`src/hw/rtl/wfs_pkg.sv`:
```
`timescale 1ns / 1ps
// ----------------------------------------------------------------------------
// Waypoint follow stepper package
// Shared types, register indexes and constants of the waypoint stepper.
// ----------------------------------------------------------------------------
package wfs_pkg;

	localparam int MAX_WAYPOINTS_DEF = 256;
	localparam int CFG_W = 32;
	localparam int IDX_W = 3;

	localparam logic [IDX_W-1:0] REG_STEP = 3'd0;
	localparam logic [IDX_W-1:0] REG_SPEED = 3'd1;
	localparam logic [IDX_W-1:0] REG_CAPTURE = 3'd2;
	localparam logic [IDX_W-1:0] REG_STOP = 3'd3;
	localparam logic [IDX_W-1:0] REG_START_X = 3'd4;
	localparam logic [IDX_W-1:0] REG_START_Y = 3'd5;
	localparam logic [IDX_W-1:0] REG_START_Z = 3'd6;

	localparam logic [23:0] STEP_RST = 24'd2621;
	localparam logic [23:0] SPEED_RST = 24'd52429;
	localparam logic [23:0] CAPTURE_RST = 24'd5243;
	localparam logic STOP_RST = 1'b1;
	localparam logic signed [31:0] START_X_RST = 32'sd0;
	localparam logic signed [31:0] START_Y_RST = 32'sd0;
	localparam logic signed [31:0] START_Z_RST = 32'sd78643;

	localparam logic [1:0] OP_TICK = 2'd0;
	localparam logic [1:0] OP_LOAD = 2'd1;
	localparam logic [1:0] OP_EMERGENCY = 2'd2;
	localparam logic [1:0] OP_NOP = 2'd3;

	localparam int SQRT_STEPS = 33;
	localparam int DIV_STEPS = 33;

	typedef struct packed {
		logic [1:0] operation;
		logic signed [31:0] waypoint_x;
		logic signed [31:0] waypoint_y;
		logic signed [31:0] waypoint_z;
		logic first_waypoint;
		logic emergency_value;
	} in_t;

	typedef struct packed {
		logic signed [31:0] pos_x;
		logic signed [31:0] pos_y;
		logic signed [31:0] pos_z;
		logic [23:0] reported_speed;
		logic [8:0] current_target;
	} out_t;

	typedef enum logic [3:0] {
		ST_IDLE,
		ST_CHECK,
		ST_READ,
		ST_DIFF,
		ST_SQUARE,
		ST_SQRT_INIT,
		ST_SQRT,
		ST_DECIDE,
		ST_MUL,
		ST_DIV_INIT,
		ST_DIV,
		ST_UPDATE,
		ST_DONE
	} state_t;

	typedef struct packed {
		logic accept;
		logic rd;
		logic diff;
		logic sq;
		logic sq_first;
		logic sqrt_init;
		logic sqrt_step;
		logic next_target;
		logic mul;
		logic div_init;
		logic div_step;
		logic upd;
		logic out_load;
		logic [1:0] axis;
	} cmd_t;

	typedef struct packed {
		logic tick;
		logic more;
		logic reached;
		logic out_free;
	} sts_t;

endpackage

```
`src/hw/rtl/wfs_ctrl.sv`:
```
`timescale 1ns / 1ps
// ----------------------------------------------------------------------------
// Waypoint stepper controller
// Sequences one tick: waypoint skipping, distance, and the per-axis move.
// ----------------------------------------------------------------------------
module wfs_ctrl (
	input  logic clk,
	input  logic arst_n,
	input  logic in_valid,
	output logic in_stall,
	input  wfs_pkg::sts_t sts,
	output wfs_pkg::cmd_t cmd
);
	import wfs_pkg::*;

	state_t state_q, state_d;
	logic [5:0] cnt_q;
	logic [1:0] axis_q;

	always_comb begin
		state_d = state_q;
		case (state_q)
			ST_IDLE: begin
				if (in_valid && sts.tick) state_d = ST_CHECK;
			end
			ST_CHECK: state_d = sts.more ? ST_READ : ST_DONE;
			ST_READ: state_d = ST_DIFF;
			ST_DIFF: state_d = ST_SQUARE;
			ST_SQUARE: begin
				if (cnt_q == 6'd3) state_d = ST_SQRT_INIT;
			end
			ST_SQRT_INIT: state_d = ST_SQRT;
			ST_SQRT: begin
				if (cnt_q == 6'(SQRT_STEPS - 1)) state_d = ST_DECIDE;
			end
			ST_DECIDE: state_d = sts.reached ? ST_CHECK : ST_MUL;
			ST_MUL: state_d = ST_DIV_INIT;
			ST_DIV_INIT: state_d = ST_DIV;
			ST_DIV: begin
				if (cnt_q == 6'(DIV_STEPS - 1)) state_d = ST_UPDATE;
			end
			ST_UPDATE: state_d = (axis_q == 2'd2) ? ST_DONE : ST_MUL;
			ST_DONE: begin
				if (sts.out_free) state_d = ST_IDLE;
			end
			default: state_d = ST_IDLE;
		endcase
	end

	always_comb begin
		cmd = '0;
		cmd.axis = (state_q == ST_SQUARE) ? cnt_q[1:0] : axis_q;
		case (state_q)
			ST_IDLE: cmd.accept = in_valid;
			ST_READ: cmd.rd = 1'b1;
			ST_DIFF: cmd.diff = 1'b1;
			ST_SQUARE: begin
				cmd.sq = 1'b1;
				cmd.sq_first = (cnt_q == 6'd0);
			end
			ST_SQRT_INIT: cmd.sqrt_init = 1'b1;
			ST_SQRT: cmd.sqrt_step = 1'b1;
			ST_DECIDE: cmd.next_target = sts.reached;
			ST_MUL: cmd.mul = 1'b1;
			ST_DIV_INIT: cmd.div_init = 1'b1;
			ST_DIV: cmd.div_step = 1'b1;
			ST_UPDATE: cmd.upd = 1'b1;
			ST_DONE: cmd.out_load = sts.out_free;
			default: ;
		endcase
	end

	assign in_stall = (state_q != ST_IDLE);

	always_ff @(posedge clk or negedge arst_n) begin
		if (!arst_n) begin
			state_q <= ST_IDLE;
			cnt_q <= '0;
			axis_q <= '0;
		end else begin
			state_q <= state_d;
			cnt_q <= (state_d != state_q) ? 6'd0 : 6'(cnt_q + 1'b1);
			if (state_q == ST_DECIDE) begin
				axis_q <= 2'd0;
			end else if (state_q == ST_UPDATE) begin
				axis_q <= 2'(axis_q + 1'b1);
			end
		end
	end
endmodule
```
`config.mk`:
```
export PLATFORM = sky130hd
export DESIGN_NAME = wfs_ctrl
export DESIGN_NICKNAME = d
export VERILOG_FILES = /design/src/hw/rtl/wfs_pkg.sv /design/src/hw/rtl/wfs_ctrl.sv
export SDC_FILE = /design/constraint.sdc
export NUM_CORES = 1
export LEC_CHECK = 0
export BUFFER_PORTS_ARGS = -buffer_cell sky130_fd_sc_hd__clkbuf_2
export CAP_MARGIN = 20
export CORE_AREA = 2 2 45 47
export CTS_CLUSTER_SIZE = 28
export DETAILED_ROUTE_END_ITERATION = 8
export DIE_AREA = 0 0 47 49
export GPL_TIMING_DRIVEN = 0
export PLACE_DENSITY_LB_ADDON = 0.3
export SLEW_MARGIN = 20
export SYNTH_ARGS = -nofsm -noshare
export SYNTH_HDL_FRONTEND = slang
export SYNTH_SLANG_ARGS = --single-unit
```
`constraint.sdc`:
```
create_clock -name clk -period 2.15 [get_ports clk]
set_clock_uncertainty 0.2 [all_clocks]
set_input_delay 0.215 -clock clk [delete_from_list [all_inputs] [get_ports clk]]
set_output_delay 0.215 -clock clk [all_outputs]
set_load 0.05 [all_outputs]
```
After elaboration in Yosys (flattened, before gate mapping)
Index checks and enable logic that the tools add are counted.
{ "classes": {"n_addsub": 2, "n_mul": 0, "div_mod_pow": 0, "order_cmp": 0, "eq_ne": 16, "shift": 0, "muxes": 25, "bitwise_logic": 0, "reduce_logical": 5} }
{ "op_table": {"columns": ["cell", "n"], "rows": [
  ["$pmux W4 S13", 1],
  ["$mux W4", 7],
  ["$eq A4 B4 Y1 const B", 5],
  ["$eq A4 B3 Y1 const B", 4],
  ["$mux W1", 11],
  ["$eq A4 B2 Y1 const B", 2],
  ["$mux W2", 4],
  ["$add A6 B1 Y6 const B", 1],
  ["$eq A6 B2 Y1 const B", 1],
  ["$eq A6 B6 Y1 const B", 1],
  ["$logic_not A6 Y1", 1],
  ["$mux W6", 1],
  ["$eq A4 B1 Y1 const B", 1],
  ["$logic_not A4 Y1", 1],
  ["$ne A4 B4 Y1", 1],
  ["$reduce_bool A4 Y1", 1],
  ["$mux W3", 1],
  ["$add A2 B1 Y2 const B", 1],
  ["$eq A2 B2 Y1 const B", 1],
  ["$reduce_bool A2 Y1", 1],
  ["$logic_and A1 B1 Y1", 1]
]} }
{ "word_totals": {"register_bits": 12, "latch_bits": 0, "mem_bits_rw": 0, "mem_bits_ro": 0, "in_bits": 7, "output_inout_bits": 16, "word_cells": 51, "n_memories": 0} }

Logic depth before layout (Yosys ltp)
{ "depth": {"depth_word": 5, "ltp_mapped": 6, "depth_no_buf": 6} }

Least setup slack after synthesis
OpenSTA, ideal clock, no wires.
{ "synth_timing": {"path_type": "register to output", "from": "register state_q[3]", "to": "output port cmd[0] (netlist bit)", "arrival_time_ns": 2.426, "required_time_ns": 1.735, "setup_slack_ns": -0.691, "stages_incl_launch_ff": 3, "path_buffers": 0, "path_cell_list": "dfrtp_1 nor4b_2 o21ai_0"} }
{ "synth_rtl": {"columns": ["item", "line", "source"], "rows": [
  ["start: declaration", "wfs_ctrl.sv:16", "state_t state_q, state_d;"],
  ["start signal: assignment", "wfs_ctrl.sv:81", "state_q <= state_d;"],
  ["end: declaration", "wfs_ctrl.sv:12", "output wfs_pkg::cmd_t cmd"]
]} }

==> results.txt <==
The flow ran to the end, and the final reports show no timing, DRC or antenna violations. For this run, the leading register cell type out of synthesis is sky130_fd_sc_hd__dfrtp_1. The netlist area before placement came out at 865 µm². Of the available clock period, the critical path in the final layout requires 0.961.

The number of nets with antenna violations after detailed routing is 0. The share of total power dissipated in the clock network is 0.112. The pin count of the biggest net entering global routing is 13. The timing-limited maximum frequency came out at 0.484 GHz. The clock-pin slew of the registers on the worst-case setup and hold paths came out at 0.09 ns. Data on the critical path arrives at its endpoint at 1.65 ns.

After detailed placement, the total cell area comes to 1040 µm². The wire length reported by the detailed router came out at 2070 µm. The synthesized netlist contains 29 unique library cells.

Setup violations remaining at the end of the flow were counted as 0. For the worst setup path, the data required time is 1.74 ns. The final critical delay including setup and external delays is between 2 and 2.5 ns. After detailed routing, the number of vias per cell comes to 5.29. Summed over all nets, the half-perimeter wirelength after detailed placement is roughly 1600 µm.

The fraction of power spent switching nets is 0.540. Along the worst hold path, the cell count comes to 2. The initial cell density of the core is 0.469. The clock latency at the later pin of the worst-skew pair is 0.28 ns. The worst setup path is captured at an output pin. The chip width came out at around 47 µm. The tool flagged a number of max-cap violations equal to 0. The power consumption is 0.00172 W. The share of final-layout standard cells stronger than drive strength 1 came out at 0.354. The tightest min-delay check is of the primary input to register type. The core region is 1840 µm². The worst register-to-register path begins at cnt_q[0].

The final estimated routing congestion in global placement is 0.849. The net total in the final layout is 141. Among all cell types in the netlist, the one instantiated most often is sky130_fd_sc_hd__nor2_1. In the global route stage, overall resource usage came out at 0.196.

The wire length of the first global-routing pass is 3350 µm. By area the synthesized netlist is led by sky130_fd_sc_hd__dfrtp_1, sky130_fd_sc_hd__nor2_1, sky130_fd_sc_hd__a2111oi_4. The number of cell rows is 16. In this run the critical register-to-register path is captured at cnt_q[3]. The net load switching power came out at 0.000930 W. The number of endpoints with negative hold slack in the final report is 0. The ratio of total power to cell area is 1520 nW/µm². The final-report max-slew violation count is 0. The startpoint identified for the worst hold timing path is sts[1]. Of the total power, registers draw 0.215.

The count of fill cells added during filler insertion came out at between 150 and 200. The via count of the first global-routing pass is 786. The first detailed-routing pass took 4 iterations. The full die area came out at roughly 2300 µm². The global route total overflow came out at 0. TritonCTS built the clock tree. The cell at the root of the clock tree is sky130_fd_sc_hd__clkbuf_4. Of the total power, combinational logic draws 0.673.

The Yosys step of the flow raised 0 warnings. The initial antenna violation count was 0. Of the synthesized area, sequential elements account for 0.347.

The worst-margin pin slew came out at 0.338 ns. The number of diodes added for antenna fixing is 0. The number of design-rule violations left by the first detailed-router iteration came out at 15. The depth of the most critical reg-to-reg path came out at 6.

The area share of the leading cell type in the synthesized netlist came out at 0.347. The finished cells cover 1130 µm². Compared with the post-synthesis result, the final layout area differs by 31.0%. The share of the core filled with cells came out at 0.615. The internal cell power came out at 0.000793 W.

The number of clock buffers inserted by TritonCTS came out at 3. The buffer depth of the longest clock path is 2. The cell type contributing the most total cell area after synthesis is sky130_fd_sc_hd__dfrtp_1. CTS built an H-tree with a depth of 1. STA classifies the critical path startpoint as a register. The worst pin sits at a relative slew slack of 0.774.

The maximum vdd ir drop is 0.954 mV. The post-detailed-route DRC marker count came out at 0. Counting instances in the post-synthesis netlist gives the leading cell types as sky130_fd_sc_hd__nor2_1, sky130_fd_sc_hd__dfrtp_1, sky130_fd_sc_hd__nand2_1.

After detailed routing, the average wire length per cell comes to 13.2 µm. The capture endpoint of the worst hold path is state_q[3]. Setup slack on the worst reg-to-reg path comes out at 0.16 ns. The highest fanout seen on the critical path is 5. The share of synthesized registers carrying an async set or reset is 1.00. Across all layers, the routed design uses 831 vias. The die outline height came out at 49 µm. In the synthesized netlist, the number of instances is 100.

The classification of the worst setup path is register to output pin. Setup repair after global routing left no endpoint under its margin. The count of input and output buffers is 22. The register bit count reported by yosys came out at 12.

The setup total negative slack came out at 0 ns. The average size of a mapped cell is just under 9 µm². The leakage power total is 0.519 nW. Yosys mapped a number of flops with a built-in enable equal to 0. The tree built by TritonCTS fans out to 12 sinks. Pin placement for this block handled 23 I/O pins. The post-synth net total is 110.
==> metrics by stage <==
step,hold WS [ns],worst slack (ns),std cells
after floorplan,-0.281,-0.160,100
after global placement,-0.0885,0.197,149
after detailed placement,-0.0804,0.156,149
after CTS,0.0181,0.0194,156
after global routing,0.0521,0.0164,157
final,0.0233,0.0848,157
==> power groups by stage <==
stage	combinational, W	clock, W	sequential [W]
after floorplan	0.000890	0	0.000356
after detailed placement	0.00109	0	0.000375
after CTS	0.00111	0.000188	0.000370
after global placement	0.00106	0	0.000369
final	0.00116	0.000193	0.000370
after global routing	0.00124	0.000201	0.000381
==> logic make-up after synthesis <==
logic type,Yosys count,synth area share
buffers and inverters,10,0.0521
AOI/OAI and AO/OA,13,0.145
and+or+nand+nor,56,0.349
muxes,1,0.0130
adders and majority gates,3,0.0434
DFF,12,0.347
xor gates and xnor gates,5,0.0507
==> how the worst max path moves through the flow <==
stage                           from       end  slack (ns)
after floorplan           state_q[0]    cmd[0]       -0.16
after detailed placement    cnt_q[0]  cnt_q[4]        0.16
after global routing      state_q[0]    cmd[1]        0.02
final                     state_q[0]    cmd[1]        0.08
after global placement      cnt_q[0]  cnt_q[2]        0.20
after CTS                 state_q[3]    cmd[1]        0.02
==> area by class of cell <==
| type | count | area, µm² | share of cell area |
|---|---|---|---|
| plain buffers | 4 | 25.0 | 0.0221 |
| clock buffers | 4 | 36.3 | 0.0320 |
| inverters | 6 | 22.5 | 0.0199 |
| multi-input cells | 78 | 558 | 0.493 |
| flip-flops and latches | 12 | 300 | 0.265 |
| well taps | 27 | 33.8 | 0.0298 |
| repair buffers | 26 | 156 | 0.138 |
==> cell usage in the layout, fill, tap and decap left out, types with 3 or more instances in the layout <==
cell                       instances
sky130_fd_sc_hd__buf_4             6
sky130_fd_sc_hd__clkbuf_2         18
sky130_fd_sc_hd__clkbuf_4          5
sky130_fd_sc_hd__dfrtp_1          12
sky130_fd_sc_hd__ha_1              3
sky130_fd_sc_hd__inv_1             6
sky130_fd_sc_hd__nand2_1           9
sky130_fd_sc_hd__nand2b_1          5
sky130_fd_sc_hd__nor2_1           16
sky130_fd_sc_hd__nor3_1            6
sky130_fd_sc_hd__nor3_2            3
sky130_fd_sc_hd__o21ai_0           5
sky130_fd_sc_hd__xnor2_1           3
==> sequential cells by signal, summed over array words and instances (netlist names) <==
signal and cells:
cnt_q 6, state_q 4, axis_q 2
==> repair_timing <==
action                                  CTS  global route
cloned                                    0             0
gates resized for setup                   1            14
hold buffers                              1             0
pin swaps                                 1             1
setup buffers                             2             1
endpoints found under the setup margin    3             6
endpoints found under the hold margin    12             0
==> worst max-delay path, stage by stage (launching register included) <==
cell and delay [ns]:
sky130_fd_sc_hd__dfrtp_1 0.42, sky130_fd_sc_hd__nor4b_4 0.27, sky130_fd_sc_hd__buf_4 0.18, sky130_fd_sc_hd__mux2_2 0.34
sky130_fd_sc_hd__buf_6 0.15
==> per-layer routing <==
metal  part of all wire  up-vias  GRT usage
li1                   -      409          -
met1               0.43      393      0.233
met2               0.52       25      0.345
met3              0.039        4     0.0222
met4              0.014        0     0.0694
met5                  0        -          0
No activity file was read; power rests on OpenSTA's default activity.
